<file path="config.mk">
export PLATFORM = sky130hd
export DESIGN_NAME = terminal_key_sequence_decoder_core_flat
export DESIGN_NICKNAME = d
export VERILOG_FILES = /design/src/sv/kseq_pkg.sv /design/src/sv/kseq_in_if.sv /design/src/sv/kseq_out_if.sv /design/src/sv/kseq_decode.sv /design/src/sv/kseq_queue.sv /design/src/sv/terminal_key_sequence_decoder_core.sv /design/src/flat_wrapper.sv
export SDC_FILE = /design/constraint.sdc
export NUM_CORES = 1
export LEC_CHECK = 0
export BUFFER_PORTS_ARGS = -buffer_cell sky130_fd_sc_hd__buf_2
export CORE_MARGIN = 4
export CORE_UTILIZATION = 51
export DETAILED_ROUTE_END_ITERATION = 10
export PLACE_DENSITY = 0.7
export SYNTH_ARGS = -nofsm -noshare
export SYNTH_HDL_FRONTEND = slang
export SYNTH_HIERARCHICAL = 1
export SYNTH_SLANG_ARGS = --single-unit
</file>
<file path="constraint.sdc">
create_clock -name clk -period 4.5 [get_ports clk]
set_input_delay 0.9 -clock clk [delete_from_list [all_inputs] [get_ports clk]]
set_output_delay 0.9 -clock clk [all_outputs]
set_load 0.02 [all_outputs]
</file>
<file path="src/sv/kseq_pkg.sv">
`default_nettype none
package kseq_pkg;

  // key codes as reported on the output channel
  typedef enum logic [3:0] {
    KEY_EOF       = 4'd0,
    KEY_CANCEL    = 4'd1,
    KEY_CTRL_D    = 4'd2,
    KEY_ENTER     = 4'd3,
    KEY_TAB       = 4'd4,
    KEY_BACKSPACE = 4'd5,
    KEY_DELETE    = 4'd6,
    KEY_INSERT    = 4'd7,
    KEY_LEFT      = 4'd8,
    KEY_RIGHT     = 4'd9,
    KEY_UP        = 4'd10,
    KEY_DOWN      = 4'd11,
    KEY_HOME      = 4'd12,
    KEY_END       = 4'd13,
    KEY_TEXT      = 4'd14,
    KEY_OTHER     = 4'd15
  } key_code_t;

  // decoder phase
  typedef enum logic [2:0] {
    PH_IDLE = 3'd0,
    PH_ESC  = 3'd1,
    PH_CSI  = 3'd2,
    PH_SS3  = 3'd3,
    PH_SKIP = 3'd4,
    PH_TEXT = 3'd5
  } phase_t;

  // byte codes
  localparam logic [7:0] BYTE_LF        = 8'h0A;
  localparam logic [7:0] BYTE_CR        = 8'h0D;
  localparam logic [7:0] BYTE_TAB       = 8'h09;
  localparam logic [7:0] BYTE_CTRL_C    = 8'h03;
  localparam logic [7:0] BYTE_CTRL_D    = 8'h04;
  localparam logic [7:0] BYTE_DEL       = 8'h7F;
  localparam logic [7:0] BYTE_BS        = 8'h08;
  localparam logic [7:0] BYTE_CTRL_A    = 8'h01;
  localparam logic [7:0] BYTE_CTRL_E    = 8'h05;
  localparam logic [7:0] BYTE_ESC       = 8'h1B;
  localparam logic [7:0] BYTE_SPACE     = 8'h20;
  localparam logic [7:0] BYTE_LBRACKET  = 8'h5B;
  localparam logic [7:0] BYTE_UPPER_O   = 8'h4F;
  localparam logic [7:0] BYTE_UPPER_A   = 8'h41;
  localparam logic [7:0] BYTE_UPPER_B   = 8'h42;
  localparam logic [7:0] BYTE_UPPER_C   = 8'h43;
  localparam logic [7:0] BYTE_UPPER_D   = 8'h44;
  localparam logic [7:0] BYTE_UPPER_F   = 8'h46;
  localparam logic [7:0] BYTE_UPPER_H   = 8'h48;
  localparam logic [7:0] BYTE_DIGIT_1   = 8'h31;
  localparam logic [7:0] BYTE_DIGIT_2   = 8'h32;
  localparam logic [7:0] BYTE_DIGIT_3   = 8'h33;
  localparam logic [7:0] BYTE_DIGIT_4   = 8'h34;
  localparam logic [7:0] BYTE_DIGIT_7   = 8'h37;
  localparam logic [7:0] BYTE_DIGIT_8   = 8'h38;

  // utf-8 lead byte masks and patterns
  localparam logic [7:0] LEAD2_MASK = 8'hE0;
  localparam logic [7:0] LEAD2_PAT  = 8'hC0;
  localparam logic [7:0] LEAD3_MASK = 8'hF0;
  localparam logic [7:0] LEAD3_PAT  = 8'hE0;
  localparam logic [7:0] LEAD4_MASK = 8'hF8;
  localparam logic [7:0] LEAD4_PAT  = 8'hF0;

  localparam logic [2:0] TEXT_MAX = 3'd4;

  // one decoded key event
  typedef struct packed {
    key_code_t   key_code;
    logic [31:0] text_bytes;
    logic [2:0]  text_length;
    logic        last_of_run;
  } result_t;

  // results caused by one byte, handed from decoder to queue
  typedef struct packed {
    result_t    first;
    result_t    second;
    logic [1:0] count;
  } decode_out_t;

endpackage
`default_nettype wire

</file>
<file path="src/sv/kseq_in_if.sv">
`default_nettype none
interface kseq_in_if;
  logic       valid;
  logic       ready;
  logic [7:0] byte_value;
  logic       stream_end;

  modport source (output valid, output byte_value, output stream_end, input ready);
  modport sink (input valid, input byte_value, input stream_end, output ready);
endinterface
`default_nettype wire

</file>
<file path="src/sv/kseq_out_if.sv">
`default_nettype none
interface kseq_out_if;
  logic        valid;
  logic        ready;
  logic [3:0]  key_code;
  logic [31:0] text_bytes;
  logic [2:0]  text_length;
  logic        last_of_run;

  modport source (output valid, output key_code, output text_bytes, output text_length,
                  output last_of_run, input ready);
  modport sink (input valid, input key_code, input text_bytes, input text_length,
                input last_of_run, output ready);
endinterface
`default_nettype wire

</file>
<file path="src/sv/kseq_decode.sv">
`default_nettype none
module kseq_decode (
  input  wire logic                 clk,
  input  wire logic                 rst,
  input  wire logic                 fire,
  input  wire logic [7:0]           byte_value,
  input  wire logic                 stream_end,
  output kseq_pkg::decode_out_t     dec
);
  import kseq_pkg::*;

  phase_t      phase, phase_next;
  logic [31:0] gathered_text, gathered_text_next;
  logic [2:0]  gathered_count, gathered_count_next;
  logic [2:0]  expected_count, expected_count_next;

  logic [31:0] merged_text;
  logic [2:0]  merged_count;
  logic [2:0]  lead_len;
  key_code_t   final_code;

  function automatic result_t make_result(key_code_t code, logic [31:0] bytes,
                                          logic [2:0] len);
    result_t r;
    r.key_code    = code;
    r.text_bytes  = bytes;
    r.text_length = len;
    r.last_of_run = 1'b0;
    return r;
  endfunction

  // utf-8 length announced by a lead byte
  always_comb begin
    if (!byte_value[7]) begin
      lead_len = 3'd1;
    end else if ((byte_value & LEAD2_MASK) == LEAD2_PAT) begin
      lead_len = 3'd2;
    end else if ((byte_value & LEAD3_MASK) == LEAD3_PAT) begin
      lead_len = 3'd3;
    end else if ((byte_value & LEAD4_MASK) == LEAD4_PAT) begin
      lead_len = 3'd4;
    end else begin
      lead_len = 3'd1;
    end
  end

  // final byte of csi and ss3 sequences
  always_comb begin
    unique case (byte_value)
      BYTE_UPPER_C: final_code = KEY_RIGHT;
      BYTE_UPPER_D: final_code = KEY_LEFT;
      BYTE_UPPER_A: final_code = KEY_UP;
      BYTE_UPPER_B: final_code = KEY_DOWN;
      BYTE_UPPER_H: final_code = KEY_HOME;
      BYTE_UPPER_F: final_code = KEY_END;
      default:      final_code = KEY_OTHER;
    endcase
  end

  // continuation byte merged into the character being gathered
  always_comb begin
    merged_text = gathered_text;
    if (gathered_count < TEXT_MAX) begin
      merged_text = gathered_text
                  | ({24'd0, byte_value} << {gathered_count[1:0], 3'b000});
    end
    merged_count = gathered_count + 3'd1;
  end

  // next state and results
  always_comb begin
    phase_next          = phase;
    gathered_text_next  = gathered_text;
    gathered_count_next = gathered_count;
    expected_count_next = expected_count;
    dec.first  = make_result(KEY_EOF, 32'd0, 3'd0);
    dec.second = make_result(KEY_EOF, 32'd0, 3'd0);
    dec.count  = 2'd0;

    if (stream_end) begin
      // flush whatever is pending, then eof
      unique case (phase)
        PH_ESC, PH_CSI, PH_SS3: begin
          dec.first = make_result(KEY_OTHER, 32'd0, 3'd0);
          dec.count = 2'd2;
        end
        PH_TEXT: begin
          dec.first = make_result(KEY_TEXT, gathered_text, gathered_count);
          dec.count = 2'd2;
        end
        default: begin
          dec.first = make_result(KEY_EOF, 32'd0, 3'd0);
          dec.count = 2'd1;
        end
      endcase
      phase_next          = PH_IDLE;
      gathered_text_next  = 32'd0;
      gathered_count_next = 3'd0;
      expected_count_next = 3'd0;
    end else begin
      unique case (phase)
        PH_ESC: begin
          if (byte_value == BYTE_LBRACKET) begin
            phase_next = PH_CSI;
          end else if (byte_value == BYTE_UPPER_O) begin
            phase_next = PH_SS3;
          end else begin
            dec.first  = make_result(KEY_OTHER, 32'd0, 3'd0);
            dec.count  = 2'd1;
            phase_next = PH_IDLE;
          end
        end
        PH_CSI: begin
          dec.count  = 2'd1;
          phase_next = PH_SKIP;
          unique case (byte_value) inside
            BYTE_DIGIT_2:               dec.first = make_result(KEY_INSERT, 32'd0, 3'd0);
            BYTE_DIGIT_3:               dec.first = make_result(KEY_DELETE, 32'd0, 3'd0);
            BYTE_DIGIT_1, BYTE_DIGIT_7: dec.first = make_result(KEY_HOME, 32'd0, 3'd0);
            BYTE_DIGIT_4, BYTE_DIGIT_8: dec.first = make_result(KEY_END, 32'd0, 3'd0);
            default: begin
              dec.first  = make_result(final_code, 32'd0, 3'd0);
              phase_next = PH_IDLE;
            end
          endcase
        end
        PH_SS3: begin
          dec.first  = make_result(final_code, 32'd0, 3'd0);
          dec.count  = 2'd1;
          phase_next = PH_IDLE;
        end
        PH_SKIP: begin
          phase_next = PH_IDLE;
        end
        PH_TEXT: begin
          gathered_text_next  = merged_text;
          gathered_count_next = merged_count;
          if (merged_count >= expected_count || merged_count >= TEXT_MAX) begin
            dec.first           = make_result(KEY_TEXT, merged_text, merged_count);
            dec.count           = 2'd1;
            phase_next          = PH_IDLE;
            gathered_text_next  = 32'd0;
            gathered_count_next = 3'd0;
            expected_count_next = 3'd0;
          end
        end
        default: begin
          // idle, also the unused phase codes
          phase_next = PH_IDLE;
          dec.count  = 2'd1;
          unique case (byte_value) inside
            BYTE_LF, BYTE_CR: dec.first = make_result(KEY_ENTER, 32'd0, 3'd0);
            BYTE_TAB:         dec.first = make_result(KEY_TAB, 32'd0, 3'd0);
            BYTE_CTRL_C:      dec.first = make_result(KEY_CANCEL, 32'd0, 3'd0);
            BYTE_CTRL_D:      dec.first = make_result(KEY_CTRL_D, 32'd0, 3'd0);
            BYTE_DEL, BYTE_BS: dec.first = make_result(KEY_BACKSPACE, 32'd0, 3'd0);
            BYTE_CTRL_A:      dec.first = make_result(KEY_HOME, 32'd0, 3'd0);
            BYTE_CTRL_E:      dec.first = make_result(KEY_END, 32'd0, 3'd0);
            BYTE_ESC: begin
              dec.count  = 2'd0;
              phase_next = PH_ESC;
            end
            default: begin
              if (byte_value < BYTE_SPACE) begin
                dec.first = make_result(KEY_OTHER, 32'd0, 3'd0);
              end else if (lead_len == 3'd1) begin
                dec.first = make_result(KEY_TEXT, {24'd0, byte_value}, 3'd1);
              end else begin
                dec.count           = 2'd0;
                gathered_text_next  = {24'd0, byte_value};
                gathered_count_next = 3'd1;
                expected_count_next = lead_len;
                phase_next          = PH_TEXT;
              end
            end
          endcase
        end
      endcase
    end

    // mark the final result of this byte
    if (dec.count == 2'd1) begin
      dec.first.last_of_run = 1'b1;
    end else if (dec.count == 2'd2) begin
      dec.second.last_of_run = 1'b1;
    end
  end

  // decoder state
  always_ff @(posedge clk) begin
    if (rst) begin
      phase          <= PH_IDLE;
      gathered_text  <= 32'd0;
      gathered_count <= 3'd0;
      expected_count <= 3'd0;
    end else if (fire) begin
      phase          <= phase_next;
      gathered_text  <= gathered_text_next;
      gathered_count <= gathered_count_next;
      expected_count <= expected_count_next;
    end
  end

endmodule
`default_nettype wire

</file>
<file path="src/sv/kseq_queue.sv">
`default_nettype none
module kseq_queue (
  input  wire logic                 clk,
  input  wire logic                 rst,
  input  wire logic                 push,
  input  wire kseq_pkg::decode_out_t dec,
  output logic                      room,
  output logic                      out_valid,
  input  wire logic                 out_ready,
  output kseq_pkg::result_t         head
);
  import kseq_pkg::*;

  result_t    entries [4];
  logic [1:0] wr_ptr;
  logic [1:0] rd_ptr;
  logic [2:0] count, count_next;
  logic [1:0] push_n;
  logic       pop;

  assign push_n    = push ? dec.count : 2'd0;
  assign out_valid = (count != 3'd0);
  assign pop       = out_valid && out_ready;
  assign head      = entries[rd_ptr];
  // two free slots guarantee any byte's results fit
  assign room      = (count <= 3'd2);

  always_comb begin
    count_next = count + {1'b0, push_n} - {2'd0, pop};
  end

  // pointers and fill level
  always_ff @(posedge clk) begin
    if (rst) begin
      wr_ptr <= 2'd0;
      rd_ptr <= 2'd0;
      count  <= 3'd0;
    end else begin
      wr_ptr <= wr_ptr + push_n;
      rd_ptr <= rd_ptr + {1'b0, pop};
      count  <= count_next;
    end
  end

  // result storage
  always_ff @(posedge clk) begin
    if (push_n != 2'd0) begin
      entries[wr_ptr] <= dec.first;
    end
    if (push_n == 2'd2) begin
      entries[wr_ptr + 2'd1] <= dec.second;
    end
  end

endmodule
`default_nettype wire

</file>
<file path="src/sv/terminal_key_sequence_decoder_core.sv">
// Terminal key decoder: takes one raw terminal byte (or an end-of-stream marker) per
// transaction on raw and delivers decoded key events on keys. A byte is taken every
// cycle while the queue has room; it is held in an input register, decoded in a single
// pass, and its results are written into a four-entry result queue, from which keys
// are offered on keys. Most bytes give zero or one event; end of stream with a
// pending sequence gives two. The queue drains one event per cycle while keys is ready.
// Input is held off only while the queue has fewer than two free entries.
`default_nettype none
module terminal_key_sequence_decoder_core (
  input  wire logic clk,
  input  wire logic rst,
  kseq_in_if.sink   raw,
  kseq_out_if.source keys
);
  import kseq_pkg::*;

  logic        in_valid;
  logic [7:0]  in_byte;
  logic        in_end;
  logic        fire;
  logic        room;
  decode_out_t dec;
  result_t     head;

  assign fire      = in_valid && room;
  assign raw.ready = !in_valid || fire;

  // input register
  always_ff @(posedge clk) begin
    if (rst) begin
      in_valid <= 1'b0;
    end else if (raw.ready) begin
      in_valid <= raw.valid;
    end
  end

  always_ff @(posedge clk) begin
    if (raw.valid && raw.ready) begin
      in_byte <= raw.byte_value;
      in_end  <= raw.stream_end;
    end
  end

  // single pass decode
  kseq_decode u_decode (
    .clk        (clk),
    .rst        (rst),
    .fire       (fire),
    .byte_value (in_byte),
    .stream_end (in_end),
    .dec        (dec)
  );

  // result queue
  kseq_queue u_queue (
    .clk       (clk),
    .rst       (rst),
    .push      (fire),
    .dec       (dec),
    .room      (room),
    .out_valid (keys.valid),
    .out_ready (keys.ready),
    .head      (head)
  );

  assign keys.key_code    = head.key_code;
  assign keys.text_bytes  = head.text_bytes;
  assign keys.text_length = head.text_length;
  assign keys.last_of_run = head.last_of_run;

endmodule
`default_nettype wire

</file>
<file path="src/flat_wrapper.sv">
// flat-port wrapper written by rule: the top's interface ports become plain ports
module terminal_key_sequence_decoder_core_flat import kseq_pkg::*;
  (clk, rst, raw_valid, raw_byte_value, raw_stream_end, raw_ready, keys_valid, keys_key_code, keys_text_bytes, keys_text_length, keys_last_of_run, keys_ready);
  kseq_in_if raw_i ();
  kseq_out_if keys_i ();
  input  wire logic clk;
  input  wire logic rst;
  input wire logic [$bits(raw_i.valid)-1:0] raw_valid;
  input wire logic [$bits(raw_i.byte_value)-1:0] raw_byte_value;
  input wire logic [$bits(raw_i.stream_end)-1:0] raw_stream_end;
  output wire logic [$bits(raw_i.ready)-1:0] raw_ready;
  output wire logic [$bits(keys_i.valid)-1:0] keys_valid;
  output wire logic [$bits(keys_i.key_code)-1:0] keys_key_code;
  output wire logic [$bits(keys_i.text_bytes)-1:0] keys_text_bytes;
  output wire logic [$bits(keys_i.text_length)-1:0] keys_text_length;
  output wire logic [$bits(keys_i.last_of_run)-1:0] keys_last_of_run;
  input wire logic [$bits(keys_i.ready)-1:0] keys_ready;
  assign raw_i.valid = raw_valid;
  assign raw_i.byte_value = raw_byte_value;
  assign raw_i.stream_end = raw_stream_end;
  assign raw_ready = raw_i.ready;
  assign keys_valid = keys_i.valid;
  assign keys_key_code = keys_i.key_code;
  assign keys_text_bytes = keys_i.text_bytes;
  assign keys_text_length = keys_i.text_length;
  assign keys_last_of_run = keys_i.last_of_run;
  assign keys_i.ready = keys_ready;
  terminal_key_sequence_decoder_core u_core (.clk(clk), .rst(rst), .raw(raw_i), .keys(keys_i));
endmodule
</file>
# Yosys cells after proc, flatten, opt, wreduce, memory -nomap -nowiden
# Memory sizes are Yosys's and may differ from the RTL's. A register that Yosys moved wholly into a read port is not among the register bits.
# Cells that the tools add are included.
# W data, S select, Z words.
totals:
  mem_count: 1
  ram_bits: 160
  input_bits: 13
  wordCells: 148
  ff_bits: 58
mem_list:
  columns: ["memory", "depth", "width", "rd", "rd_clocked_by_memory_dff", "write_ports", "line", "rtl"]
  rows:
  - ["u_core.u_queue.entries", 4, 40, 1, 1, 2, "kseq_queue.sv:14", "result_t entries [4];"]
classes:
  n_reduce_logical: 23
  n_eq_ne: 41
  n_lt_le_gt_ge: 5
  add_sub_neg: 6
  bitwise_logic: 1
  n_shift: 1
  n_mux: 60
op_table:
  columns: ["operator", "count"]
  rows:
  - ["$pmux W40 S8", 1]
  - ["$mux W40", 6]
  - ["$pmux W40 S5", 1]
  - ["$mux W32", 6]
  - ["$pmux W40 S4", 1]
  - ["$pmux W40 S2", 1]
  - ["$eq A8 B7 Y1 const B", 9]
  - ["$pmux W32 S2", 1]
  - ["$mux W3", 18]
  - ["$eq A8 B6 Y1 const B", 6]
  - ["$eq A8 B4 Y1 const B", 4]
  - ["$or A32 B32 Y32", 1]
  - ["$shl A8 B5 Y32", 1]
  - ["$pmux W3 S2", 3]
  - ["$pmux W3 S6", 1]
  - ["$eq A8 B3 Y1 const B", 2]
  - ["$mux W2", 7]
  - ["$pmux W3 S4", 1]
  - ["$reduce_or A2 Y1", 6]
  - ["$mux W1", 11]
  - ["$reduce_or A10 Y1", 1]
  - ["$eq A3 B3 Y1 const B", 3]
  - ["$ne A3 B1 Y1 const B", 3]
  - ["$reduce_or A9 Y1", 1]
  - ["35 further kinds", 42]

# Depth between registers and ports, before layout
# Gate-level depths: netlist of run 1.
logic_depth:
  depth_word: 15
  depth_mapped: 16
  mapped_depth_nobuf: 16

# Modules after synthesis
# The synthesis of run 1 kept the hierarchy.
modules_own_cells:
  columns: ["mod", "cells_per_inst", "area_each_um2", "n_inst"]
  rows:
  - ["kseq_queue", 443, 8272.9, 1]
  - ["kseq_decode", 388, 3211.8, 1]
  - ["terminal_key_sequence_decoder_core", 15, 332.8, 1]

# Worst setup path before layout of run 1
# No wires, ideal clock.
synth_path:
  kind: "reg2reg"
  from: "register u_core.u_decode.gathered_count[0]"
  to: "memory u_core/u_queue/entries[1][0] (netlist bit), enable pin"
  slack_ns: -0.307
  stages_incl_launch_ff: 12
  n_path_buf: 0
  arrival_ns: 4.370
  t_required_ns: 4.063
  cell_sequence: "dfxtp_1 ha_1 xor2_2 ha_1 o21a_1 a211oi_4 o22ai_1 o31ai_1 a21oi_1 mux2_2 nand2_1 nor2_1"
synth_lines:
  columns: ["item", "line", "rtl"]
  rows:
  - ["start: declaration", "kseq_decode.sv:14", "logic [2:0] gathered_count, gathered_count_next;"]
  - ["start signal: assignment", "kseq_decode.sv:199", "gathered_count <= gathered_count_next;"]
  - ["end: declaration", "kseq_queue.sv:14", null]

==> results.txt, run 1 <==
The count of max-cap constraint violations came out at 0. The met2 wire length came out at 12500 um. Relative to the synthesized area, the layout overhead comes to 9.88%. The arrival time of data at the critical path endpoint came out at 4.36 ns. 0 antenna diodes ended up in the layout.

The required time of the critical path is 4.77 ns. During I/O placement, the number of pins put on the boundary was 55. The top cell type's share of synthesized area is 0.429. The timing-limited maximum frequency came out at 245 MHz. Along the worst path, the maximum fanout reaches 24.

The filler cell count in the final layout came out at 1835. Ranked by total cell area, the synthesized netlist is headed by edfxtp_1 (43%), mux2_2 (11%), dfxtp_1 (8.3%). The routed wire length came out at 25800 um.

The count of antenna-violating nets left after detailed routing is 0. The worst setup path is captured at a register. The total of buffers placed on input and output ports came out at 54. The final-report setup violation count came out at 0. Entering global routing, the biggest net connects 41 pins. The multi-input combinational cells in the finished layout cover a total of 5250 um^2.

The slowest stage of the critical path belongs to the cell or3_2. The most used flip-flop cell after synthesis is edfxtp_1. The completed layout was analyzed and its total power is 5460 uW. The core footprint came out at 22700 um^2. The total number of placement rows is 55.

The first global-routing pass estimated 41200 um of wire. The path type of the worst setup path is register to register. A synthesized cell averages 14.0 um^2. The maximum resistive drop on vdd is 0.292 mV. The family with the most delay on the worst path is compound AO/OA/AOI/OAI gates. After detailed routing, the average wire length per cell comes to 21.6 um.

The number of antenna violations at the first check in global routing is 0. The max-slew violation total from the final report was 0. The detail-routed via count per cell is 6.04. The ratio of cells with drive above 1 in the final layout came out at 0.380. The vias after detailed routing came out at 7222.

The via count of the first global-routing pass is 7366. The flow ran to the end, and the final reports show no timing, DRC or antenna violations. The switching part of the total came out at 0.289. Hold timing on the final database bottoms out at a slack of 0.473 ns. The highest metal layer carrying signal wires in the routed design is met4. For this run, the number of Yosys warnings is 6. The headroom to the max-slew limit came out at 0.301. The number of levels the H-tree was split into came out at 1. The portion of the post-synthesis area used by sequential elements is 0.512. Synthesis inferred 218 register bits. The vertical die dimension is 160 um. The count of final hold-check violations came out at 0. The post-route cell area is 13000 um^2. The synthesized design spends more area on one cell type than any other, namely edfxtp_1. The effective utilization at floorplan came out at 0.520. The cell with the most instances on the worst path is ha_1. The storage element area came out at 6060 um^2.

The static power due to leakage is 0.00490 uW. The final layout contains 915 nets. In this run the deepest clock path goes through 3 buffers.

From left edge to right edge, the die measures 160 um. The clock sink count is 218. The worst min-delay path category is register to register.

Of the total power, registers draw 0.435. The CTS clock-pin slew for the worst setup and hold paths came out at 0.06 ns. The internal power contribution came out at 3880 uW.

The critical path's largest stage delay came out at 0.50 ns. The final core area utilization is 0.572. Traced cell by cell, the critical path runs through ha_1, xor2_2, ha_1, o21a_1, a211oi_4, o22ai_1, o31ai_1, a21oi_1, nand3b_1, or3_2, buf_4, mux2_4. The post-synthesis cell type count is 84. The met1 wire length came out at 11400 um. The number of design-rule violations left by the first detailed-router iteration is 594. The number of buffers added by the clock tree synthesis step is 25. The worst setup path is launched from a register. The period utilization came out at 0.907. The total congestion overflow after global routing is 0.

The part of the total power dissipated in combinational logic is 0.228. After synthesis the cells add up to 11800 um^2. The minimum clock period is 4.08 ns. The combined buffer and inverter count along the critical path came out at 1. The cell area after placement is 12200 um^2. In the synthesized netlist, the number of instances is 846.

For this run, the total global-route usage over all layers was measured as 0.200. The synthesized design contains 169 enable-type register cells. The net switching power of the design came out at 1580 uW. The final RePlAce weighted congestion is 0.920. The clock network fraction of design power is 0.338. The transition time at the pin with the least slew margin is 1.05 ns. Before antenna repair, the detailed router went through 7 iterations. The tree is rooted in a clkbuf_16.

The insertion delay of the later-clocked pin in the worst-skew pair came out at 0.53 ns. The die covers 25700 um^2. TritonCTS built the clock tree. Setup repair after global routing left no endpoint under its margin. The HPWL reported at the end of detailed placement came out at 16200 um. The post-cts repair resize count came out at 0.

The power density over the cells came out at 421 nW/um^2. In the synthesized netlist the async set-or-reset flop fraction comes to 0. The count of unresolved DRC violations after routing is 0. Clock skew on the completed layout was measured at 0.0158 ns.

Summed over all nets, wire length on met3 after detailed routing comes to 1310 um.
-- worst register-to-register path: stages (launching register included) --
cell,delay (ns)
dfxtp_1,0.46
ha_1,0.28
xor2_2,0.31
ha_1,0.30
o21a_1,0.17
a211oi_4,0.25
o22ai_1,0.17
o31ai_1,0.27
a21oi_1,0.11
nand3b_1,0.32
or3_2,0.50
buf_4,0.32
mux2_4,0.38
-- Yosys cell counts (3+ instances only) --
cell,n
edfxtp_1,169
mux2_2,118
dfxtp_1,49
buf_4,46
nor2_1,45
mux2_4,40
mux4_2,40
a22o_1,38
buf_2,29
a21oi_1,27
nand2_1,22
clkbuf_1,18
a41oi_1,16
inv_1,15
o21ai_0,14
nor3_1,10
ha_1,9
nor2b_1,9
nand3_1,7
nand3b_1,7
buf_1,6
buf_6,5
nand2b_1,5
xor2_1,5
and2_1,4
nor3b_1,4
o211ai_1,4
or3_1,4
and3b_1,3
mux2_1,3
o21a_1,3
o31ai_1,3
or4_1,3
xnor2_1,3
-- power by group through the flow --
stage	sequential, uW	clock, uW	combinational, uW
2_1_floorplan	2360	0	970
3_3_place_gp	2410	0	1250
3_5_place_dp	2420	0	1260
4_1_cts	2370	1890	1260
5_1_grt	2390	1980	1350
6_report	2370	1850	1240
-- per-layer routing --
layer / GRT usage / up-vias
met2: 0.329 / 206
met3: 0.0268 / 48
li1: - / 3319
met1: 0.283 / 3649
met5: 0 / -
met4: 0.0512 / 0
-- registers in the layout, indices dropped and copies added, names as in the netlist --
| name | cells |
|---|---|
| u_core/u_queue/rd_ptr | 2 |
| u_core/u_queue/wr_ptr | 2 |
| u_core/u_decode/expected_count | 3 |
| u_core/u_decode/gathered_text | 32 |
| u_core/u_queue/entries | 160 |
| u_core/u_decode/phase | 3 |
| u_core/in_valid | 1 |
| u_core/u_decode/gathered_count | 3 |
| u_core/in_byte | 8 |
| u_core/in_end | 1 |
| u_core/u_queue/count | 3 |
-- worst paths after layout --
kind	start	end	slack (ns)	depth (start not counted)
setup / recovery	u_core/u_decode/gathered_count[0]$_SDFFE_PP0P_	u_core/u_queue/entries[3][14]$_DFFE_PP_	0.42	12
hold / removal	u_core/u_decode/gathered_text[15]$_SDFFE_PP0P_	u_core/u_decode/gathered_text[15]$_SDFFE_PP0P_	0.47	2
setup reg to reg	u_core/u_decode/gathered_count[0]$_SDFFE_PP0P_	u_core/u_queue/entries[3][14]$_DFFE_PP_	0.42	12
hold reg to reg	u_core/u_decode/gathered_text[15]$_SDFFE_PP0P_	u_core/u_decode/gathered_text[15]$_SDFFE_PP0P_	0.47	2
-- through the flow --
| stage | std cells | setup TNS (ns) | worst slack, ns |
|---|---|---|---|
| finish | 1196 | 0 | 0.418 |
| global route | 1196 | 0 | 0.205 |
| CTS | 1195 | 0 | 0.226 |
| detailed placement | 1149 | 0 | 0.245 |
| global placement | 1149 | 0 | 0.324 |
| floorplan | 884 | -24.56 | -0.307 |
-- cell type report --
type / count / area share
clock buffers: 36 / 0.0529
repair buffers: 85 / 0.0397
well taps: 285 / 0.0275
flip-flops and latches: 218 / 0.467
clock inverters: 10 / 0.00482
inverters: 15 / 0.00434
multi-input cells: 547 / 0.404
-- repair_timing --
item                       CTS  global route
setup endpoints to repair    0            24
setup buffers                0             1
hold buffers                 0             0
-- cells in the final DEF, fill, tap and decap left out, drive strengths merged, types with 3 or more instances in the layout --
| cell type | count |
|---|---|
| mux2 | 161 |
| or4b | 3 |
| o211ai | 4 |
| clkbuf | 36 |
| or4 | 3 |
| ha | 9 |
| nand2 | 22 |
| a22o | 38 |
| inv | 17 |
| edfxtp | 169 |
| buf | 85 |
| nor3 | 11 |
| a211o | 3 |
| nor2b | 9 |
| a21oi | 28 |
| or3b | 5 |
| nand3b | 7 |
| o31ai | 4 |
| a2111oi | 3 |
| nor3b | 7 |
| a211oi | 3 |
| clkinv | 8 |
| and2 | 6 |
| xor2 | 6 |
| conb | 39 |
| nand3 | 7 |
| or3 | 4 |
| o21a | 3 |
| nor2 | 45 |
| o21ai | 15 |
| a41oi | 16 |
| xnor2 | 3 |
| nand2b | 7 |
| and3b | 3 |
| mux4 | 40 |
| dfxtp | 49 |
-- cell families after synthesis --
kind of cell	Yosys count	synth area share
flops	218	0.512
mux	203	0.244
simple gates	152	0.0761
compound gates	134	0.0899
buf+inv	119	0.0587
fa+ha+maj	10	0.0112
xor+xnor	9	0.00731
other cells	1	0.000317
(Power assumes the default switching activity.)
==> run 2: changes to the inputs <==
- CELL_PAD_IN_SITES_DETAIL_PLACEMENT: default -> 1
- CELL_PAD_IN_SITES_GLOBAL_PLACEMENT: default -> 1
- CORE_UTILIZATION: 51 -> 47
- PLACE_DENSITY: 0.7 -> 0.76
==> run 2 against run 1 <==
  * Clock skew down 0.0031 ns
  * Sequential power up 2%
  * Critical path depth unchanged
  * Utilization down 3.7 points
  * Register-to-register slack worse by 0.19 ns
  * Global-route usage up 1.5 points
  * Hold slack worse by 0.0029 ns
  * Clock power up 8%
  * Count of clock-buffer cells in the layout up 4
==> results.txt, run 2 (synthesis results as in run 1) <==
The count of antenna-violating nets left after detailed routing was 0 (unchanged). u_core/u_queue/entries holds more flip-flops than any other register. The count of unresolved DRC violations after routing came out at 0 (unchanged). The count of final hold-check violations came out at 0 (unchanged).

The switching part of the total came to 0.292 (+0.00253). The HPWL reported at the end of detailed placement is 19300 um (+19%). The pre-CTS setup slack is 0.131 ns (-0.115 ns).

The final antenna diode count is 0 (unchanged). The number of antenna violations at the first check in global routing came out at 0 (unchanged). The largest registers in the layout are u_core/u_queue/entries: 160 flops, u_core/u_decode/gathered_text: 32 flops, u_core/in_byte: 8 flops.

The vertical die dimension is 167 um (+4.0%). The period utilization is 0.948 (+0.0412). The clock sink count came out at 218 (unchanged). The transition time at the pin with the least slew margin came to 1.03 ns (-0.0139 ns).

The worst reg-to-reg path cell count came out at 12 (unchanged). The CTS clock-pin slew for the worst setup and hold paths was 0.06 ns (about the same). The required time of the critical path came out at 4.78 ns (about the same).

The effective utilization at floorplan is 0.482 (-0.0387). The endpoint class of the critical path is a register. The width of the die came out at 167 um (+4.0%). The largest net degree at the start of global routing came out at 41 (unchanged). The path type of the worst setup path is register to register. The post-route non-filler standard cell count came out at 1235 (+3.3%). The minimum clock period is 4.27 ns (+0.186 ns). The number of buffers added by the clock tree synthesis step is 25 (unchanged). The number of levels the H-tree was split into is 1 (unchanged). The final RePlAce weighted congestion came out at 0.877 (-4.6%).

The flip-flop count of the largest register after layout came to 160 (unchanged). The static power due to leakage came to 0.00494 uW (+0.76%). The die footprint came to 27700 um^2 (+8.1%). Setup repair after global routing left no endpoint under its margin. The arrival time of data at the critical path endpoint is 4.55 ns (+0.19 ns). Clock tree synthesis selected as its root buffer the cell clkbuf_16. The ratio of cells with drive above 1 in the final layout came out at 0.385 (+0.00549). The count of max-cap constraint violations came out at 0 (unchanged).

Compared with the post-synthesis result, the final layout area differs by 11.1%. The filler cell count in the final layout was 2447 (+33%). The number of hold buffers added after cts came out at 0 (unchanged). The power share of the sequential group came out at 0.427 (-0.008). The internal power contribution is 4000 uW (+3.0%). The post-cts repair resize count was 0 (unchanged). The maximum resistive drop on vdd came out at 0.258 mV (-12%). The timing-limited maximum frequency is 234 MHz (-4.3%). The routed wire length is 30000 um (+16%). The via count of the first global-routing pass came to 7890 (+7.1%). The part of the total power dissipated in combinational logic is 0.221 (-0.007). The deepest clock path buffer count was 3 (unchanged).

The number of design-rule violations left by the first detailed-router iteration is 570 (-4.0%). The worst clock skew on the final layout came out at 0.0127 ns (-0.00308 ns). The total of buffers placed on input and output ports came out at 54 (unchanged). The net switching power of the design came to 1650 uW (+4.3%). The tightest min-delay check is of the register to register type. The clock network fraction of design power is 0.352 (+0.014). The final total power was 5650 uW (+3.4%). The leading cell type in the layout, fill and taps excluded is edfxtp_1. The total congestion overflow after global routing is 0 (unchanged). The headroom to the max-slew limit came out at 0.310 (+0.00927).

In the layout the commonest cells are edfxtp_1 (169), mux2_2 (118), buf_2 (54), dfxtp_1 (47), nor2_1 (42). The global-route wire length before repair is 47100 um (+14%). The worst-case hold slack is 0.470 ns (-0.00292 ns).

The run finished with clean final reports. The insertion delay of the later-clocked pin in the worst-skew pair was 0.53 ns (about the same). The hold path depth is 2 (unchanged). The type of origin of the critical path is a register.

The power density over the cells came out at 430 nW/um^2 (+2.3%). The vias after detailed routing came out at 7387 (+2.3%). The global-route usage over all layers is 0.215 (+0.0149). The detail-routed via count per cell came out at 5.98 (-0.95%). The smallest setup slack after layout came to 0.232 ns (-0.186 ns). The total number of placement rows is 57 (+3.6%). The top-level port count is 55 (unchanged). The CTS tree is yes.

The core footprint came out at 24500 um^2 (+8.0%). The final-report setup violation count is 0 (unchanged). The buffers inserted during post-CTS setup optimization is 0 (unchanged). The placed cell count came to 1188 (+3.4%). The count of TritonRoute iterations in the first routing pass came out at 5 (-2).

The post-detailed-route wirelength per cell is 24.3 um (+12%). The peak fanout along the critical path came to 25 (+4.2%). The max-slew violation total from the final report came out at 0 (unchanged). The net total in the final layout came out at 915 (unchanged).
run 2: final cells by class:
cell class                 instances  area [um^2]  area share
clock buffer                      40          732      0.0558
sequential                       218         6060       0.462
inverter                          15         56.3     0.00429
clock inverter                     6         70.1     0.00534
tap                              324          405      0.0309
multi-input combinational        547         5250       0.400
timing repair buffer              85          553      0.0421
run 2: final timing paths:
path / startpoint / slack [ns] / to
worst max-delay path: u_core/u_decode/gathered_count[0]$_SDFFE_PP0P_ / 0.23 / u_core/u_queue/entries[3][34]$_DFFE_PP_
worst min-delay path: u_core/u_decode/gathered_text[12]$_SDFFE_PP0P_ / 0.47 / u_core/u_decode/gathered_text[12]$_SDFFE_PP0P_
worst max register to register: u_core/u_decode/gathered_count[0]$_SDFFE_PP0P_ / 0.23 / u_core/u_queue/entries[3][34]$_DFFE_PP_
worst min register to register: u_core/u_decode/gathered_text[12]$_SDFFE_PP0P_ / 0.47 / u_core/u_decode/gathered_text[12]$_SDFFE_PP0P_
run 2: metrics by stage:
step	cell area (um^2)	TNS (ns)	util
4_1_cts	13100	0	0.535
2_1_floorplan	12000	-24.56	-
6_report	13100	0	0.535
3_3_place_gp	12300	0	0.502
5_1_grt	13100	0	0.535
3_5_place_dp	12300	0	0.502
run 2: layer usage:
metal / share of wire / wire, um / up-vias / global-route usage
met5: 0 / 0 / - / 0
met4: 0.034 / 1020 / 0 / 0.0669
met3: 0.047 / 1410 / 64 / 0.0258
met2: 0.49 / 14700 / 193 / 0.368
met1: 0.43 / 12800 / 3816 / 0.289
li1: - / - / 3314 / -
run 2: worst max-delay path, cell delays in order, from the launching register on:
cell	delay, ns
dfxtp_1	0.48
ha_1	0.32
xor2_2	0.33
ha_1	0.30
o21a_1	0.17
a211oi_4	0.26
o22ai_1	0.16
o31ai_1	0.32
a21oi_1	0.14
nand3b_1	0.32
or3_2	0.50
buf_4	0.30
mux2_4	0.36
run 2: power groups by stage:
stage,Sequential [uW],Combinational (uW),Clock (uW)
3_5_place_dp,2460,1260,0
4_1_cts,2410,1260,2040
6_report,2410,1250,1990
3_3_place_gp,2450,1240,0
2_1_floorplan,2360,970,0
5_1_grt,2430,1350,2130
